### config.mk
export PLATFORM = sky130hd
export DESIGN_NAME = tga_rle_pixel_decoder_flat
export DESIGN_NICKNAME = d
export VERILOG_FILES = /design/src/rtl/core/tga_rle_pkg.sv /design/src/rtl/core/tga_rle_if.sv /design/src/rtl/core/tga_rle_front.sv /design/src/rtl/core/tga_rle_cmd_fifo.sv /design/src/rtl/core/tga_rle_back.sv /design/src/rtl/core/tga_rle_pixel_decoder.sv /design/src/flat_wrapper.sv
export VERILOG_INCLUDE_DIRS = /design/src /design/src/rtl/core
export SDC_FILE = /design/constraint.sdc
export NUM_CORES = 1
export LEC_CHECK = 0
export ABC_AREA = 1
export BUFFER_PORTS_ARGS = -buffer_cell sky130_fd_sc_hd__buf_4
export CAP_MARGIN = 20
export CORE_MARGIN = 2
export CORE_UTILIZATION = 40
export CTS_CLUSTER_DIAMETER = 200
export CTS_CLUSTER_SIZE = 14
export DETAILED_ROUTE_END_ITERATION = 10
export GPL_ROUTABILITY_DRIVEN = 0
export PLACE_DENSITY_LB_ADDON = 0.12
export SLEW_MARGIN = 20
export SYNTH_ARGS = -nofsm -noshare
export SYNTH_HDL_FRONTEND = slang
export SYNTH_SLANG_ARGS = --single-unit
### constraint.sdc
create_clock -name clk -period 8.9 [get_ports clk]
set_input_delay 0.89 -clock clk [delete_from_list [all_inputs] [get_ports clk]]
set_output_delay 0.89 -clock clk [all_outputs]
set_load 0.05 [all_outputs]
### src/rtl/core/tga_rle_pixel_decoder_macros.svh
// Assertion macros for the TGA run-length pixel decoder.
`ifndef TGA_RLE_PIXEL_DECODER_MACROS_SVH
`define TGA_RLE_PIXEL_DECODER_MACROS_SVH
`ifndef ASSERT_OFF
// Antecedent implies consequent in the same cycle
`define TGA_ASSERT_IMP(lbl, clk, rst_n, ante, cons, msg) \
    lbl: assert property (@(posedge clk) disable iff (!rst_n) (ante) |-> (cons)) \
        else $error(msg);
// Antecedent implies consequent in the next cycle
`define TGA_ASSERT_NEXT(lbl, clk, rst_n, ante, cons, msg) \
    lbl: assert property (@(posedge clk) disable iff (!rst_n) (ante) |=> (cons)) \
        else $error(msg);
`else
`define TGA_ASSERT_IMP(lbl, clk, rst_n, ante, cons, msg)
`define TGA_ASSERT_NEXT(lbl, clk, rst_n, ante, cons, msg)
`endif
`endif

### src/rtl/core/tga_rle_pkg.sv
// Types and constants shared by the TGA run-length pixel decoder.
`default_nettype none
package tga_rle_pkg;

    localparam int MAX_DIM    = 4096;
    localparam int MIN_WIDTH  = 4;
    localparam int DIM_W      = 13;
    localparam int POS_W      = 12;
    localparam int CNT_W      = 8;
    localparam int TOT_W      = 2 * DIM_W - 1;
    localparam int FIFO_DEPTH = 4;
    localparam int FIFO_AW    = 2;

    localparam logic [7:0] OPAQUE     = 8'd255;
    localparam logic [7:0] COUNT_MASK = 8'h7f;
    localparam logic [7:0] RUN_BIT    = 8'h80;

    // Configuration register indexes
    localparam logic [7:0] REG_IMAGE_WIDTH   = 8'd0;
    localparam logic [7:0] REG_IMAGE_HEIGHT  = 8'd1;
    localparam logic [7:0] REG_ALPHA_PRESENT = 8'd2;

    // Channel byte position within a pixel
    typedef enum logic [1:0] {
        CH_BLUE  = 2'd0,
        CH_GREEN = 2'd1,
        CH_RED   = 2'd2,
        CH_ALPHA = 2'd3
    } chan_t;

    // One decoded pixel group: a count of equal pixels and their colour
    typedef struct packed {
        logic [CNT_W-1:0] count;
        logic [7:0]       red;
        logic [7:0]       green;
        logic [7:0]       blue;
        logic [7:0]       alpha;
    } cmd_t;

    // Effective geometry for the span splitter
    typedef struct packed {
        logic [DIM_W-1:0] width;
        logic [POS_W-1:0] last_row;
    } geom_t;

endpackage
`default_nettype wire

### src/rtl/core/tga_rle_if.sv
// Channel interfaces: coded byte input, span output and configuration writes.
`default_nettype none
interface tga_rle_in_if;
    logic       valid;
    logic       ready;
    logic [7:0] data_byte;

    modport source (output valid, output data_byte, input ready);
    modport sink   (input valid, input data_byte, output ready);
endinterface

interface tga_rle_out_if;
    logic        valid;
    logic        ready;
    logic [11:0] buffer_row;
    logic [11:0] start_column;
    logic [7:0]  span_length;
    logic [7:0]  red;
    logic [7:0]  green;
    logic [7:0]  blue;
    logic [7:0]  alpha;
    logic        last_span;
    logic        image_done;

    modport source (output valid, output buffer_row, output start_column,
                    output span_length, output red, output green, output blue,
                    output alpha, output last_span, output image_done,
                    input ready);
    modport sink   (input valid, input buffer_row, input start_column,
                    input span_length, input red, input green, input blue,
                    input alpha, input last_span, input image_done,
                    output ready);
endinterface

interface tga_rle_cfg_if;
    logic        valid;
    logic        ready;
    logic [7:0]  index;
    logic [12:0] data;

    modport source (output valid, output index, output data, input ready);
    modport sink   (input valid, input index, input data, output ready);
endinterface
`default_nettype wire

### src/rtl/core/tga_rle_front.sv
// Front end: packet header and channel byte parsing, pixel group generation.
`default_nettype none
module tga_rle_front (
    input  logic                     clk,
    input  logic                     rst_n,
    input  logic                     rewind,
    input  logic                     alpha_present,
    input  logic [tga_rle_pkg::TOT_W-1:0] total_pixels,
    tga_rle_in_if.sink               pix_in,
    output logic                     cmd_push,
    output tga_rle_pkg::cmd_t        cmd,
    input  logic                     cmd_full
);
    import tga_rle_pkg::*;

    logic             expect_reg, expect_next;
    logic             run_reg, run_next;
    logic [CNT_W-1:0] left_reg, left_next;
    chan_t            chan_reg, chan_next;
    logic [7:0]       blue_reg, blue_next;
    logic [7:0]       green_reg, green_next;
    logic [7:0]       red_reg, red_next;
    logic             fresh_reg, fresh_next;
    logic [TOT_W-1:0] remaining_reg, remaining_next;

    logic             beat;
    logic [TOT_W-1:0] rem;
    chan_t            last_ch;
    logic             final_byte;
    logic [CNT_W-1:0] pix_count;
    logic             image_end;

    assign pix_in.ready = !cmd_full && !rewind;
    assign beat         = pix_in.valid && pix_in.ready;

    // Pixels still owed to the current image
    assign rem        = fresh_reg ? total_pixels : remaining_reg;
    assign last_ch    = alpha_present ? CH_ALPHA : CH_RED;
    assign final_byte = !expect_reg && (chan_reg == last_ch);
    assign pix_count  = run_reg ? left_reg : CNT_W'(1);
    assign image_end  = {{(TOT_W-CNT_W){1'b0}}, pix_count} >= rem;

    // Pixel group handed to the back end
    assign cmd_push  = beat && final_byte;
    assign cmd.count = image_end ? rem[CNT_W-1:0] : pix_count;
    assign cmd.red   = alpha_present ? red_reg : pix_in.data_byte;
    assign cmd.green = green_reg;
    assign cmd.blue  = blue_reg;
    assign cmd.alpha = alpha_present ? pix_in.data_byte : OPAQUE;

    // Byte classification and next state
    always_comb
    begin
        expect_next    = expect_reg;
        run_next       = run_reg;
        left_next      = left_reg;
        chan_next      = chan_reg;
        blue_next      = blue_reg;
        green_next     = green_reg;
        red_next       = red_reg;
        fresh_next     = fresh_reg;
        remaining_next = remaining_reg;
        if (rewind)
        begin
            expect_next = 1'b1;
            run_next    = 1'b0;
            left_next   = '0;
            chan_next   = CH_BLUE;
            fresh_next  = 1'b1;
        end
        else if (beat)
        begin
            if (expect_reg)
            begin
                run_next    = (pix_in.data_byte & RUN_BIT) != 8'd0;
                left_next   = (pix_in.data_byte & COUNT_MASK) + CNT_W'(1);
                chan_next   = CH_BLUE;
                expect_next = 1'b0;
            end
            else if (!final_byte)
            begin
                unique case (chan_reg)
                    CH_BLUE:  blue_next  = pix_in.data_byte;
                    CH_GREEN: green_next = pix_in.data_byte;
                    default:  red_next   = pix_in.data_byte;
                endcase
                chan_next = chan_t'(chan_reg + 2'd1);
            end
            else
            begin
                chan_next = CH_BLUE;
                if (!alpha_present)
                    red_next = pix_in.data_byte;
                if (run_reg)
                begin
                    left_next   = '0;
                    expect_next = 1'b1;
                end
                else
                begin
                    if (left_reg != '0)
                        left_next = left_reg - CNT_W'(1);
                    if (left_reg <= CNT_W'(1))
                        expect_next = 1'b1;
                end
                // Last pixel of the image: close the packet and restart the pixel count
                if (image_end)
                begin
                    fresh_next  = 1'b1;
                    expect_next = 1'b1;
                    run_next    = 1'b0;
                    left_next   = '0;
                end
                else
                begin
                    fresh_next     = 1'b0;
                    remaining_next = rem - {{(TOT_W-CNT_W){1'b0}}, pix_count};
                end
            end
        end
    end

    always_ff @(posedge clk or negedge rst_n)
    begin
        if (!rst_n)
        begin
            expect_reg    <= 1'b1;
            run_reg       <= 1'b0;
            left_reg      <= '0;
            chan_reg      <= CH_BLUE;
            blue_reg      <= '0;
            green_reg     <= '0;
            red_reg       <= '0;
            fresh_reg     <= 1'b1;
            remaining_reg <= '0;
        end
        else
        begin
            expect_reg    <= expect_next;
            run_reg       <= run_next;
            left_reg      <= left_next;
            chan_reg      <= chan_next;
            blue_reg      <= blue_next;
            green_reg     <= green_next;
            red_reg       <= red_next;
            fresh_reg     <= fresh_next;
            remaining_reg <= remaining_next;
        end
    end

endmodule
`default_nettype wire

### src/rtl/core/tga_rle_cmd_fifo.sv
// Short queue of pixel groups between the front and back ends.
`default_nettype none
module tga_rle_cmd_fifo (
    input  logic              clk,
    input  logic              rst_n,
    input  logic              push,
    input  tga_rle_pkg::cmd_t wdata,
    output logic              full,
    input  logic              pop,
    output tga_rle_pkg::cmd_t rdata,
    output logic              empty
);
    import tga_rle_pkg::*;

    cmd_t               mem_reg [FIFO_DEPTH];
    logic [FIFO_AW-1:0] wr_ptr_reg;
    logic [FIFO_AW-1:0] rd_ptr_reg;
    logic [FIFO_AW:0]   count_reg;

    assign full  = count_reg == (FIFO_AW+1)'(FIFO_DEPTH);
    assign empty = count_reg == '0;
    assign rdata = mem_reg[rd_ptr_reg];

    // Entry storage
    always_ff @(posedge clk)
    begin
        if (push && !full)
            mem_reg[wr_ptr_reg] <= wdata;
    end

    // Pointers and fill level
    always_ff @(posedge clk or negedge rst_n)
    begin
        if (!rst_n)
        begin
            wr_ptr_reg <= '0;
            rd_ptr_reg <= '0;
            count_reg  <= '0;
        end
        else
        begin
            if (push && !full)
                wr_ptr_reg <= wr_ptr_reg + FIFO_AW'(1);
            if (pop && !empty)
                rd_ptr_reg <= rd_ptr_reg + FIFO_AW'(1);
            if ((push && !full) && !(pop && !empty))
                count_reg <= count_reg + (FIFO_AW+1)'(1);
            else if (!(push && !full) && (pop && !empty))
                count_reg <= count_reg - (FIFO_AW+1)'(1);
        end
    end

endmodule
`default_nettype wire

### src/rtl/core/tga_rle_back.sv
// Back end: splits pixel groups into row spans and tracks the raster position.
`default_nettype none
module tga_rle_back (
    input  logic               clk,
    input  logic               rst_n,
    input  logic               rewind,
    input  tga_rle_pkg::geom_t geom,
    input  tga_rle_pkg::cmd_t  head,
    input  logic               head_valid,
    output logic               pop,
    tga_rle_out_if.source      span_out
);
    import tga_rle_pkg::*;

    logic             busy_reg;
    logic [CNT_W-1:0] left_reg;
    logic [7:0]       red_reg, green_reg, blue_reg, alpha_reg;
    logic [POS_W-1:0] row_reg;
    logic [POS_W-1:0] col_reg;

    logic             out_valid_reg;
    logic [POS_W-1:0] out_row_reg, out_col_reg;
    logic [CNT_W-1:0] out_len_reg;
    logic [7:0]       out_red_reg, out_green_reg, out_blue_reg, out_alpha_reg;
    logic             out_last_reg, out_done_reg;

    logic             slot_free;
    logic             emit;
    logic [DIM_W-1:0] room;
    logic [CNT_W-1:0] len;
    logic [DIM_W-1:0] end_col;
    logic             row_end;
    logic             done;

    assign slot_free = !out_valid_reg || span_out.ready;
    assign pop       = !busy_reg && head_valid;
    assign emit      = busy_reg && slot_free;

    // Span length: rest of the group, cut at the row end
    assign room    = geom.width - {1'b0, col_reg};
    assign len     = ({{(DIM_W-CNT_W){1'b0}}, left_reg} < room) ? left_reg : room[CNT_W-1:0];
    assign end_col = {1'b0, col_reg} + {{(DIM_W-CNT_W){1'b0}}, len};
    assign row_end = end_col >= geom.width;
    assign done    = row_end && (row_reg == '0);

    always_ff @(posedge clk or negedge rst_n)
    begin
        if (!rst_n)
        begin
            busy_reg      <= 1'b0;
            left_reg      <= '0;
            row_reg       <= '0;
            col_reg       <= '0;
            out_valid_reg <= 1'b0;
        end
        else if (rewind)
        begin
            row_reg <= geom.last_row;
            col_reg <= '0;
        end
        else
        begin
            // Output register handshake
            if (emit)
                out_valid_reg <= 1'b1;
            else if (span_out.ready)
                out_valid_reg <= 1'b0;

            // Take the next group from the queue
            if (pop)
            begin
                busy_reg <= 1'b1;
                left_reg <= head.count;
            end
            else if (emit)
            begin
                left_reg <= left_reg - len;
                if (left_reg == len)
                    busy_reg <= 1'b0;
                // Raster advance; row zero complete rewinds to the top row
                if (row_end)
                begin
                    col_reg <= '0;
                    if (done)
                        row_reg <= geom.last_row;
                    else
                        row_reg <= row_reg - POS_W'(1);
                end
                else
                begin
                    col_reg <= end_col[POS_W-1:0];
                end
            end
        end
    end

    // Group colour and span payload
    always_ff @(posedge clk)
    begin
        if (pop)
        begin
            red_reg   <= head.red;
            green_reg <= head.green;
            blue_reg  <= head.blue;
            alpha_reg <= head.alpha;
        end
        if (emit)
        begin
            out_row_reg   <= row_reg;
            out_col_reg   <= col_reg;
            out_len_reg   <= len;
            out_red_reg   <= red_reg;
            out_green_reg <= green_reg;
            out_blue_reg  <= blue_reg;
            out_alpha_reg <= alpha_reg;
            out_last_reg  <= (left_reg == len) || done;
            out_done_reg  <= done;
        end
    end

    assign span_out.valid        = out_valid_reg;
    assign span_out.buffer_row   = out_row_reg;
    assign span_out.start_column = out_col_reg;
    assign span_out.span_length  = out_len_reg;
    assign span_out.red          = out_red_reg;
    assign span_out.green        = out_green_reg;
    assign span_out.blue         = out_blue_reg;
    assign span_out.alpha        = out_alpha_reg;
    assign span_out.last_span    = out_last_reg;
    assign span_out.image_done   = out_done_reg;

endmodule
`default_nettype wire

### src/rtl/core/tga_rle_pixel_decoder.sv
// Top level of the TGA run-length pixel decoder: configuration and wiring.
//
//  channel   | dir | beat carries
//  ----------+-----+--------------------------------------------------------
//  cfg       | in  | index, data: register write (0 width, 1 height, 2 alpha)
//  pix_in    | in  | data_byte: packet byte or channel byte
//  span_out  | out | buffer_row, start_column, span_length, RGBA, flags
//
// The front end takes bytes while the queue has room and rewind is low; each
// pixel group goes through a four-entry queue to the span splitter, which
// loads a group when idle and issues its row spans in turn. A write to a
// known register holds pix_in off for one cycle while the pixel total and
// start row settle. Reset gives width 4, height 1, 24-bit mode. Either side
// may stall freely; the queue and output register decouple them.
`default_nettype none
`include "tga_rle_pixel_decoder_macros.svh"
module tga_rle_pixel_decoder (
    input  logic           clk,
    input  logic           rst_n,
    tga_rle_cfg_if.sink    cfg,
    tga_rle_in_if.sink     pix_in,
    tga_rle_out_if.source  span_out
);
    import tga_rle_pkg::*;

    logic [DIM_W-1:0] width_reg;
    logic [DIM_W-1:0] height_reg;
    logic             alpha_reg;
    logic             settle_reg;
    logic [TOT_W-1:0] total_reg;

    logic             cfg_beat;
    logic [DIM_W-1:0] eff_width;
    logic [DIM_W-1:0] eff_height;
    logic [TOT_W-1:0] area;
    geom_t            geom;

    logic             cmd_push;
    cmd_t             cmd_in;
    cmd_t             cmd_head;
    logic             cmd_full;
    logic             cmd_empty;
    logic             cmd_pop;

    logic             cfg_known;
    logic             pix_beat;
    logic             span_done;
    logic             span_fits;

    assign cfg.ready = 1'b1;
    assign cfg_beat  = cfg.valid && cfg.ready;

    // Geometry clamped to the supported range
    always_comb
    begin
        priority if (width_reg < DIM_W'(MIN_WIDTH))
            eff_width = DIM_W'(MIN_WIDTH);
        else if (width_reg > DIM_W'(MAX_DIM))
            eff_width = DIM_W'(MAX_DIM);
        else
            eff_width = width_reg;
        priority if (height_reg == '0)
            eff_height = DIM_W'(1);
        else if (height_reg > DIM_W'(MAX_DIM))
            eff_height = DIM_W'(MAX_DIM);
        else
            eff_height = height_reg;
    end

    assign geom.width    = eff_width;
    assign geom.last_row = POS_W'(eff_height - DIM_W'(1));

    // Pixels per image
    assign area = {{(TOT_W-DIM_W){1'b0}}, eff_width} * {{(TOT_W-DIM_W){1'b0}}, eff_height};

    // Configuration registers; a write to a known register rewinds the image
    always_ff @(posedge clk or negedge rst_n)
    begin
        if (!rst_n)
        begin
            width_reg  <= DIM_W'(4);
            height_reg <= DIM_W'(1);
            alpha_reg  <= 1'b0;
            settle_reg <= 1'b0;
            total_reg  <= TOT_W'(4);
        end
        else
        begin
            settle_reg <= 1'b0;
            if (cfg_beat)
            begin
                if (cfg.index == REG_IMAGE_WIDTH)
                begin
                    width_reg  <= cfg.data;
                    settle_reg <= 1'b1;
                end
                else if (cfg.index == REG_IMAGE_HEIGHT)
                begin
                    height_reg <= cfg.data;
                    settle_reg <= 1'b1;
                end
                else if (cfg.index == REG_ALPHA_PRESENT)
                begin
                    alpha_reg  <= cfg.data[0];
                    settle_reg <= 1'b1;
                end
            end
            // Pixels per image, registered after the multiplier
            total_reg <= area;
        end
    end

    tga_rle_front u_front (
        .clk           (clk),
        .rst_n         (rst_n),
        .rewind        (settle_reg),
        .alpha_present (alpha_reg),
        .total_pixels  (total_reg),
        .pix_in        (pix_in),
        .cmd_push      (cmd_push),
        .cmd           (cmd_in),
        .cmd_full      (cmd_full)
    );

    tga_rle_cmd_fifo u_fifo (
        .clk   (clk),
        .rst_n (rst_n),
        .push  (cmd_push),
        .wdata (cmd_in),
        .full  (cmd_full),
        .pop   (cmd_pop),
        .rdata (cmd_head),
        .empty (cmd_empty)
    );

    tga_rle_back u_back (
        .clk        (clk),
        .rst_n      (rst_n),
        .rewind     (settle_reg),
        .geom       (geom),
        .head       (cmd_head),
        .head_valid (!cmd_empty),
        .pop        (cmd_pop),
        .span_out   (span_out)
    );

    // Terms for the checks
    assign cfg_known = cfg_beat && (cfg.index == REG_IMAGE_WIDTH ||
                                    cfg.index == REG_IMAGE_HEIGHT ||
                                    cfg.index == REG_ALPHA_PRESENT);
    assign pix_beat  = pix_in.valid && pix_in.ready;
    assign span_done = span_out.valid && span_out.image_done;
    assign span_fits = ({1'b0, span_out.start_column} +
                        {{(DIM_W-CNT_W){1'b0}}, span_out.span_length}) <= geom.width;

    // Checks
    `TGA_ASSERT_IMP(a_done_is_last, clk, rst_n, span_done, span_out.last_span, "done not last")
    `TGA_ASSERT_IMP(a_span_in_row, clk, rst_n, span_out.valid, span_fits, "span past row end")
    `TGA_ASSERT_NEXT(a_cfg_holds_input, clk, rst_n, cfg_known, !pix_beat, "byte taken in settle")

endmodule
`default_nettype wire

### src/flat_wrapper.sv
// flat-port wrapper written by rule: the top's interface ports become plain ports
module tga_rle_pixel_decoder_flat import tga_rle_pkg::*;
  (clk, rst_n, cfg_valid, cfg_index, cfg_data, cfg_ready, pix_in_valid, pix_in_data_byte, pix_in_ready, span_out_valid, span_out_buffer_row, span_out_start_column, span_out_span_length, span_out_red, span_out_green, span_out_blue, span_out_alpha, span_out_last_span, span_out_image_done, span_out_ready);
  tga_rle_cfg_if cfg_i ();
  tga_rle_in_if pix_in_i ();
  tga_rle_out_if span_out_i ();
  input  logic clk;
  input  logic rst_n;
  input wire logic [$bits(cfg_i.valid)-1:0] cfg_valid;
  input wire logic [$bits(cfg_i.index)-1:0] cfg_index;
  input wire logic [$bits(cfg_i.data)-1:0] cfg_data;
  output wire logic [$bits(cfg_i.ready)-1:0] cfg_ready;
  input wire logic [$bits(pix_in_i.valid)-1:0] pix_in_valid;
  input wire logic [$bits(pix_in_i.data_byte)-1:0] pix_in_data_byte;
  output wire logic [$bits(pix_in_i.ready)-1:0] pix_in_ready;
  output wire logic [$bits(span_out_i.valid)-1:0] span_out_valid;
  output wire logic [$bits(span_out_i.buffer_row)-1:0] span_out_buffer_row;
  output wire logic [$bits(span_out_i.start_column)-1:0] span_out_start_column;
  output wire logic [$bits(span_out_i.span_length)-1:0] span_out_span_length;
  output wire logic [$bits(span_out_i.red)-1:0] span_out_red;
  output wire logic [$bits(span_out_i.green)-1:0] span_out_green;
  output wire logic [$bits(span_out_i.blue)-1:0] span_out_blue;
  output wire logic [$bits(span_out_i.alpha)-1:0] span_out_alpha;
  output wire logic [$bits(span_out_i.last_span)-1:0] span_out_last_span;
  output wire logic [$bits(span_out_i.image_done)-1:0] span_out_image_done;
  input wire logic [$bits(span_out_i.ready)-1:0] span_out_ready;
  assign cfg_i.valid = cfg_valid;
  assign cfg_i.index = cfg_index;
  assign cfg_i.data = cfg_data;
  assign cfg_ready = cfg_i.ready;
  assign pix_in_i.valid = pix_in_valid;
  assign pix_in_i.data_byte = pix_in_data_byte;
  assign pix_in_ready = pix_in_i.ready;
  assign span_out_valid = span_out_i.valid;
  assign span_out_buffer_row = span_out_i.buffer_row;
  assign span_out_start_column = span_out_i.start_column;
  assign span_out_span_length = span_out_i.span_length;
  assign span_out_red = span_out_i.red;
  assign span_out_green = span_out_i.green;
  assign span_out_blue = span_out_i.blue;
  assign span_out_alpha = span_out_i.alpha;
  assign span_out_last_span = span_out_i.last_span;
  assign span_out_image_done = span_out_i.image_done;
  assign span_out_i.ready = span_out_ready;
  tga_rle_pixel_decoder u_core (.clk(clk), .rst_n(rst_n), .cfg(cfg_i), .pix_in(pix_in_i), .span_out(span_out_i));
endmodule
[Word-level counts from Yosys, hierarchy flattened]
Memories as Yosys holds them, arrays and structs flattened.
Cells that the tools add are included.
Word-level totals
  register bits after elaboration: 254
  memory bits (writable): 160
  output and inout port bits: 69
  memories: 1
Operators by class
  add/sub/neg operators: 13
  $mul: 1
  $lt $le $gt $ge: 7
  equal/unequal tests: 9
  mux-type cells: 65
  bitwise operators: 6
  reductions and logical operators: 54
Memories
  u_core.u_fifo.mem_reg: depth 4, width 40, read ports 1, clocked after Yosys merged registers in 0, write ports 1, line tga_rle_cmd_fifo.sv:15  | cmd_t mem_reg [FIFO_DEPTH];
Operator list (number)
  $mux 8: 16
  $mux 12: 9
  $mux 13: 4
  $mux 1: 29
  $gt 13x13->1 const B: 2
  $ge 8x25->1: 1
  $mul 13x13->25: 1
  $mux 25: 1
  $sub 25x8->25: 1
  $sub 12x1->12 const B: 2
  $reduce_and 3->1: 6
  $reduce_bool 2->1: 8
  $reduce_and 5->1: 3
  $add 12x8->13: 1
  $ge 13x13->1: 1
  $logic_not 13->1: 1
  $lt 13x3->1 const B: 1
  $lt 8x13->1: 1
  $sub 13x12->13: 1
  $logic_not 12->1: 1
  $logic_and 1x1->1: 11
  $add 7x1->8 const B: 1
  $eq 8x1->1 const B: 1
  $eq 8x2->1 const B: 1
  25 further kinds: 51

[Longest topological paths before layout]
  depth in word-level cells: 14
  depth in mapped cells: 49
  gate-level depth less buffers: 48

[By module]
Synthesis repeated with hierarchy kept, for this count alone.
Unflattened totals
  cell total of the unflattened synthesis: 2859
  area, all modules: 26012.4 um^2
By module, submodules not included
  tga_rle_pixel_decoder: instances 1, cells an instance 993, area an instance 7828.8 um^2
  tga_rle_back: instances 1, cells an instance 663, area an instance 6820.3 um^2
  tga_rle_cmd_fifo: instances 1, cells an instance 528, area an instance 6789.0 um^2
  tga_rle_front: instances 1, cells an instance 675, area an instance 4574.4 um^2

[Worst setup path after synthesis]
Ideal clock, no wire load.
  kind: reg-to-reg
  from: register u_core.width_reg[12]
  to: register u_core.u_back.row_reg[9]
  setup time: 0.065 ns
  arrival: 6.819 ns
  data required time: 8.835 ns
  setup slack: 2.016 ns
  cell stages (with the launch flop): 46
  clock period less this slack: 6.884 ns
  cells stage by stage: dfrtp_1 > buf_2 > inv_1 > clkbuf_1 > nand2_1 > nor2_1 > inv_1 > clkbuf_1 > ha_1 > fa_1 > inv_1 > nand3_1 > nand2_1 > nand2_1 > nand2_1 > xor2_1 > inv_1 > ha_1 > [... 10 more ...] > nand2_1 > nand2_1 > a21oi_1 > o21ai_0 > nand2_1 > nor2_1 > xor2_1 > inv_1 > ha_1 > nand2_1 > nor3_1 > nand4_1 > nand3_1 > nand2_1 > nand2_1 > clkbuf_1 > o211ai_1 > nand2_1
Between the ends
  cells in the longest elaborated chain, start to end: 14
  elaborated cells between the ends (all ways): 17
Ends and longest elaborated chain
  start, declared: line tga_rle_pixel_decoder.sv:26  | logic [DIM_W-1:0] width_reg;
  start signal, assigned: line tga_rle_pixel_decoder.sv:94  | width_reg <= cfg.data;
  $gt 13x13->1: line tga_rle_pixel_decoder.sv:58  | else if (width_reg > DIM_W'(MAX_DIM))
  $mux 13: line tga_rle_pixel_decoder.sv:58
  $mux 13 (*): line tga_rle_pixel_decoder.sv:56  | priority if (width_reg < DIM_W'(MIN_WIDTH))
  $sub 13x12->13 (*): line tga_rle_back.sv:40  | assign room = geom.width - {1'b0, col_reg};
  $lt 8x13->1: line tga_rle_back.sv:41  | assign len = ({{(DIM_W-CNT_W){1'b0}}, left_reg} < room) ? left_reg : room[CNT_W-1:0];
  $mux 8 (*): line tga_rle_back.sv:41
  named net u_core.u_back.len[2]: line tga_rle_back.sv:30  | logic [CNT_W-1:0] len;
  $add 12x8->13 (*): line tga_rle_back.sv:42  | assign end_col = {1'b0, col_reg} + {{(DIM_W-CNT_W){1'b0}}, len};
  $ge 13x13->1 (*): line tga_rle_back.sv:43  | assign row_end = end_col >= geom.width;
  $logic_and 1x1->1: line tga_rle_back.sv:44  | assign done = row_end && (row_reg == '0);
  $mux 12: line tga_rle_back.sv:84  | if (done)
  $mux 12: line tga_rle_back.sv:81  | if (row_end)
  $mux 12: line tga_rle_back.sv:75  | else if (emit)
  $mux 12: line tga_rle_back.sv:70  | if (pop)
  $mux 12: line tga_rle_back.sv:56  | else if (rewind)
  end signal, assigned: line tga_rle_back.sv:58  | row_reg <= geom.last_row;
  end signal, assigned: line tga_rle_back.sv:85  | row_reg <= geom.last_row;
  end signal, assigned: line tga_rle_back.sv:87  | row_reg <= row_reg - POS_W'(1);
  end, declared: line tga_rle_back.sv:18  | logic [POS_W-1:0] row_reg;
The timed path passes the listed nets; every way through them passes the cells marked *. The select of a mux whose other input is x is not followed.
A chain may end at the register's enable or synchronous reset.

[Final worst setup path]
  from: register u_core.width_reg[12]
  to: register u_core.u_back.col_reg[11]
Between the ends
  cells in the longest elaborated chain, start to end: 12
  elaborated cells between the ends (all ways): 13
Ends and longest elaborated chain
  $gt 13x13->1: line tga_rle_pixel_decoder.sv:58
  $mux 13: line tga_rle_pixel_decoder.sv:58
  $mux 13 (*): line tga_rle_pixel_decoder.sv:56
  $sub 13x12->13 (*): line tga_rle_back.sv:40
  $lt 8x13->1: line tga_rle_back.sv:41
  $mux 8 (*): line tga_rle_back.sv:41
  named net u_core.u_back.len[2]: line tga_rle_back.sv:30
  $add 12x8->13 (*): line tga_rle_back.sv:42
  $ge 13x13->1: line tga_rle_back.sv:43
  $mux 12 (*): line tga_rle_back.sv:81
  $mux 12 (*): line tga_rle_back.sv:75
  $mux 12 (*): line tga_rle_back.sv:70
  $mux 12 (*): line tga_rle_back.sv:56
  end signal, assigned: line tga_rle_back.sv:91  | col_reg <= end_col[POS_W-1:0];
  end, declared: line tga_rle_back.sv:19  | logic [POS_W-1:0] col_reg;
Marked as above.

==> run summary <==
The flow ran to the end, and the final reports show no timing, DRC or antenna violations. The die is 250 um wide. The remaining max-slew budget at the tightest pin is 39.2%. The sum of overflow across all layers after global routing is 0. The die area came out at 62,700 um2.

In this design, the stage delay of the slowest critical-path cell is 0.65 ns. The detailed router placed 17.5k vias in this run. The area taken by flip-flops and latches came out at 11,700 um2.

The number of diodes came out at 0. The maximum fanout encountered on the critical timing path is 10. The cell leakage power is 12.0 nW. Power spread over the standard cell area amounts to 287 nW/um2. The total number of H-tree levels came out at 2.

The required time at the worst-slack endpoint came out at 9.38 ns. The routed wire length is 60.1 mm. The yosys synthesis warning count is 0. The maximum number of pins on one net before global-route repair came out at 79.

The post-place setup slack came out at 0.466 ns. The layout overhead on the synthesized area is 11.0%. In the post-synthesis netlist, the biggest area contributors are sky130_fd_sc_hd__edfxtp_1 32%, sky130_fd_sc_hd__dfrtp_1 16%, sky130_fd_sc_hd__fa_1 10%. Synthesis inferred 414 register bits. The number of flip-flops in the largest register is 160. The most common cell in the synthesized netlist is sky130_fd_sc_hd__nand2_1. The sequential-to-total area share from yosys stat is 48.0%. The buffer levels on the longest clock path came out at 3. The most used flip-flop cell after synthesis is sky130_fd_sc_hd__edfxtp_1. The ratio of cells with drive above 1 in the final layout is 8.52%. The wire length of the first global-routing pass came out at 95.8 mm.

After the last flow step, the layout net total stands at 2,898. The ratio of final minimum period to clock period is 91.5%. The TritonCTS clock tree is yes.

The total count of max-transition violations in the final report is 0. The I/O pin count is 103. The synthesized cell area is 24,300 um2.

The critical path startpoint category is a flop. The multi-input gate area in the final layout came out at 11,000 um2. The number of global-route vias before repair came out at 17.6k. For the final database, setup skew stands at 0.0406 ns. During placement, the flow inserted port buffers numbering 101. Counting distinct cell types in the post-synthesis netlist gives 57. The initial antenna violation count is 2.

The path class of the tightest hold or removal check is in -> async. The worst ir drop on vdd came out at 0.131 mV. The worst path in the final design needs a cycle of 8.14 ns, including I/O delays and setup. The detailed-route wire length per cell is 17.6 um.

Once routing completed, OpenROAD measured the worst setup slack at 0.756 ns. The largest total area in the synthesized netlist belongs to sky130_fd_sc_hd__edfxtp_1. The number of failing setup endpoints in the final timing report is 0. The worst setup path is captured at a flop. The portion of synthesized cell area occupied by the leading cell type is 31.9%. Summed over all nets, the half-perimeter wirelength after detailed placement is 43.5 mm. The tool flagged a number of max-cap violations equal to 0.

The total negative setup slack came out at 0 ns. The total nets after synthesis came out at 2,815. The clock latency of the later-clocked register in the worst-skew pair is 0.59 ns.

In this run the remaining antenna-violating nets after routing total 0. For the worst setup path, the data arrival time is 8.62 ns. The height of the die is 250 um. The DRC violation count after routing is 0. Timing would allow up to 123 MHz. In this run, post-CTS hold repair placed 0 buffers.

Clock-pin slew was measured on the worst setup and hold paths at 0.09 ns. The clock root buffer is sky130_fd_sc_hd__clkbuf_16. The initial standard-cell utilization of the core came out at 40.3%. Setup repair after global routing left no endpoint under its margin.

The most numerous cell on the critical path is sky130_fd_sc_hd__nand2_1. The slowest stage of the critical path belongs to the cell sky130_fd_sc_hd__dfrtp_1. Counting the fill cells in the layout gives 5,767. The hold violation total from the final report was 0. The synthesized instance count came out at 2,521.

The area of all placed cells without fillers is 27,000 um2. Sorting the synthesized cells by how often they occur yields 506 x sky130_fd_sc_hd__nand2_1, 348 x sky130_fd_sc_hd__inv_1, 258 x sky130_fd_sc_hd__edfxtp_1, 256 x sky130_fd_sc_hd__nor2_1, 227 x sky130_fd_sc_hd__o21ai_0. By startpoint and endpoint, the worst setup path is classified as reg -> reg. Of all flip-flops after synthesis, the portion carrying an async set or reset was 37.7%.

The via-per-instance ratio is 5.12. The floorplan row count is 90. The count of TritonRoute iterations in the first routing pass is 5. The average instance in the mapped netlist occupies 9.63 um2.

The number of flops mapped to enable cells by yosys came out at 258. For this block, the initial DRC count from the detailed router was 883. For this run, the total global-route usage over all layers was measured as 19.4%. Clock tree synthesis inserted a total of 35 buffers.

The number of clock sinks came out at 414. In this run the cell area measured after placement is 25,900 um2. The area of the core came out at 60,200 um2.

The pin slew with the least headroom to its limit is 0.912 ns.
[worst max-delay path, delay by kind of cell (launching register included)]
kind / cells / cell delay (ns)
buf+inv: 6 / 1.05
simple gates: 15 / 2.60
compound gates: 13 / 1.91
fa+ha+maj: 4 / 1.43
xor+xnor: 2 / 0.39
flops: 1 / 0.65
[through the flow]
stage          power, mW  utilization [%]  hold WS (ns)  std cells
4_1_cts             7.80             44.7         0.259       3411
3_5_place_dp        6.30             43.0         0.405       3349
3_3_place_gp        6.24             43.0         0.402       3349
6_report            7.73             44.8         0.266       3411
2_1_floorplan       5.33                -         0.400       2521
5_1_grt             8.32             44.8         0.293       3411
[final timing paths]
path	from	endpoint	slack [ns]	depth (start not counted)
max	u_core.width_reg[12]	u_core.u_back.col_reg[11]	0.76	40
min	rst_n	u_core.u_back.col_reg[0]	0.27	1
max reg2reg	u_core.width_reg[12]	u_core.u_back.col_reg[11]	0.76	40
min reg2reg	u_core.u_back.red_reg[3]	u_core.u_back.span_out.red[3]	0.42	0
max in group asynchronous	rst_n	u_core.u_front.remaining_reg[20]	6.77	3
min in group clk	u_core.u_back.red_reg[3]	u_core.u_back.span_out.red[3]	0.42	0
[power breakdown]
| part | leakage [nW] | switching, mW | total [mW] | internal (mW) |
|---|---|---|---|---|
| Sequential | 4.36 | 0.304 | 2.91 | 2.61 |
| Combinational | 7.12 | 2.27 | 3.36 | 1.09 |
| Clock | 0.486 | 0.714 | 1.46 | 0.750 |
[kinds of logic after synthesis]
kind of cell | count (synthesis) | share of synthesized area, %
adders and majority gates | 260 | 17.3
and+or+nand+nor | 905 | 15.2
buffers and inverters | 441 | 7.08
AOI/OAI and AO/OA | 418 | 9.50
muxes | 1 | 0.0412
other | 1 | 0.0154
DFF | 414 | 48.0
xor gates and xnor gates | 81 | 2.92
[layout make-up]
cell class	instances	share of cell area, %
well taps	782	3.63
repair buffers	127	3.55
clock inverters	4	0.227
clock buffers	58	3.57
flip-flops and latches	414	43.2
inverters	360	5.09
multi-input cells	1666	40.7
[per-layer routing]
layer / vias up / track usage (%) / wire length [um]
li1: 8409 / - / -
met1: 8647 / 26.0 / 26900
met2: 332 / 33.0 / 29300
met3: 86 / 2.60 / 2380
met4: 2 / 5.34 / 1500
met5: - / 0 / 13
[cell usage in the layout (no fill, tap or decap), types with 5 or more instances in the layout]
cell,n
sky130_fd_sc_hd__dfstp_2,5
sky130_fd_sc_hd__o21ai_1,8
sky130_fd_sc_hd__nand4_1,18
sky130_fd_sc_hd__nor3_1,15
sky130_fd_sc_hd__or2_2,12
sky130_fd_sc_hd__dfrtp_1,149
sky130_fd_sc_hd__xnor2_1,26
sky130_fd_sc_hd__o21bai_1,6
sky130_fd_sc_hd__a21oi_1,80
sky130_fd_sc_hd__nor4_1,5
sky130_fd_sc_hd__nand2_4,5
sky130_fd_sc_hd__xor2_1,55
sky130_fd_sc_hd__clkbuf_16,35
sky130_fd_sc_hd__o21ai_0,227
sky130_fd_sc_hd__o211ai_1,7
sky130_fd_sc_hd__edfxtp_1,258
sky130_fd_sc_hd__o21ai_2,5
sky130_fd_sc_hd__nor2_1,251
sky130_fd_sc_hd__nand2_1,504
sky130_fd_sc_hd__o22ai_1,42
sky130_fd_sc_hd__o21a_1,8
sky130_fd_sc_hd__buf_4,126
sky130_fd_sc_hd__ha_1,135
sky130_fd_sc_hd__clkbuf_1,23
sky130_fd_sc_hd__clkinv_1,7
sky130_fd_sc_hd__inv_1,345
sky130_fd_sc_hd__nand2_2,6
sky130_fd_sc_hd__a31oi_1,16
sky130_fd_sc_hd__fa_1,125
sky130_fd_sc_hd__nand3_1,71
[repair_timing]
item / in CTS / in global routing
endpoints found under the hold margin: 0 / 0
setup endpoints to repair: 0 / 18
buffers inserted: 0 / 0
resized for setup: 0 / 9
(Power assumes the default switching activity.)
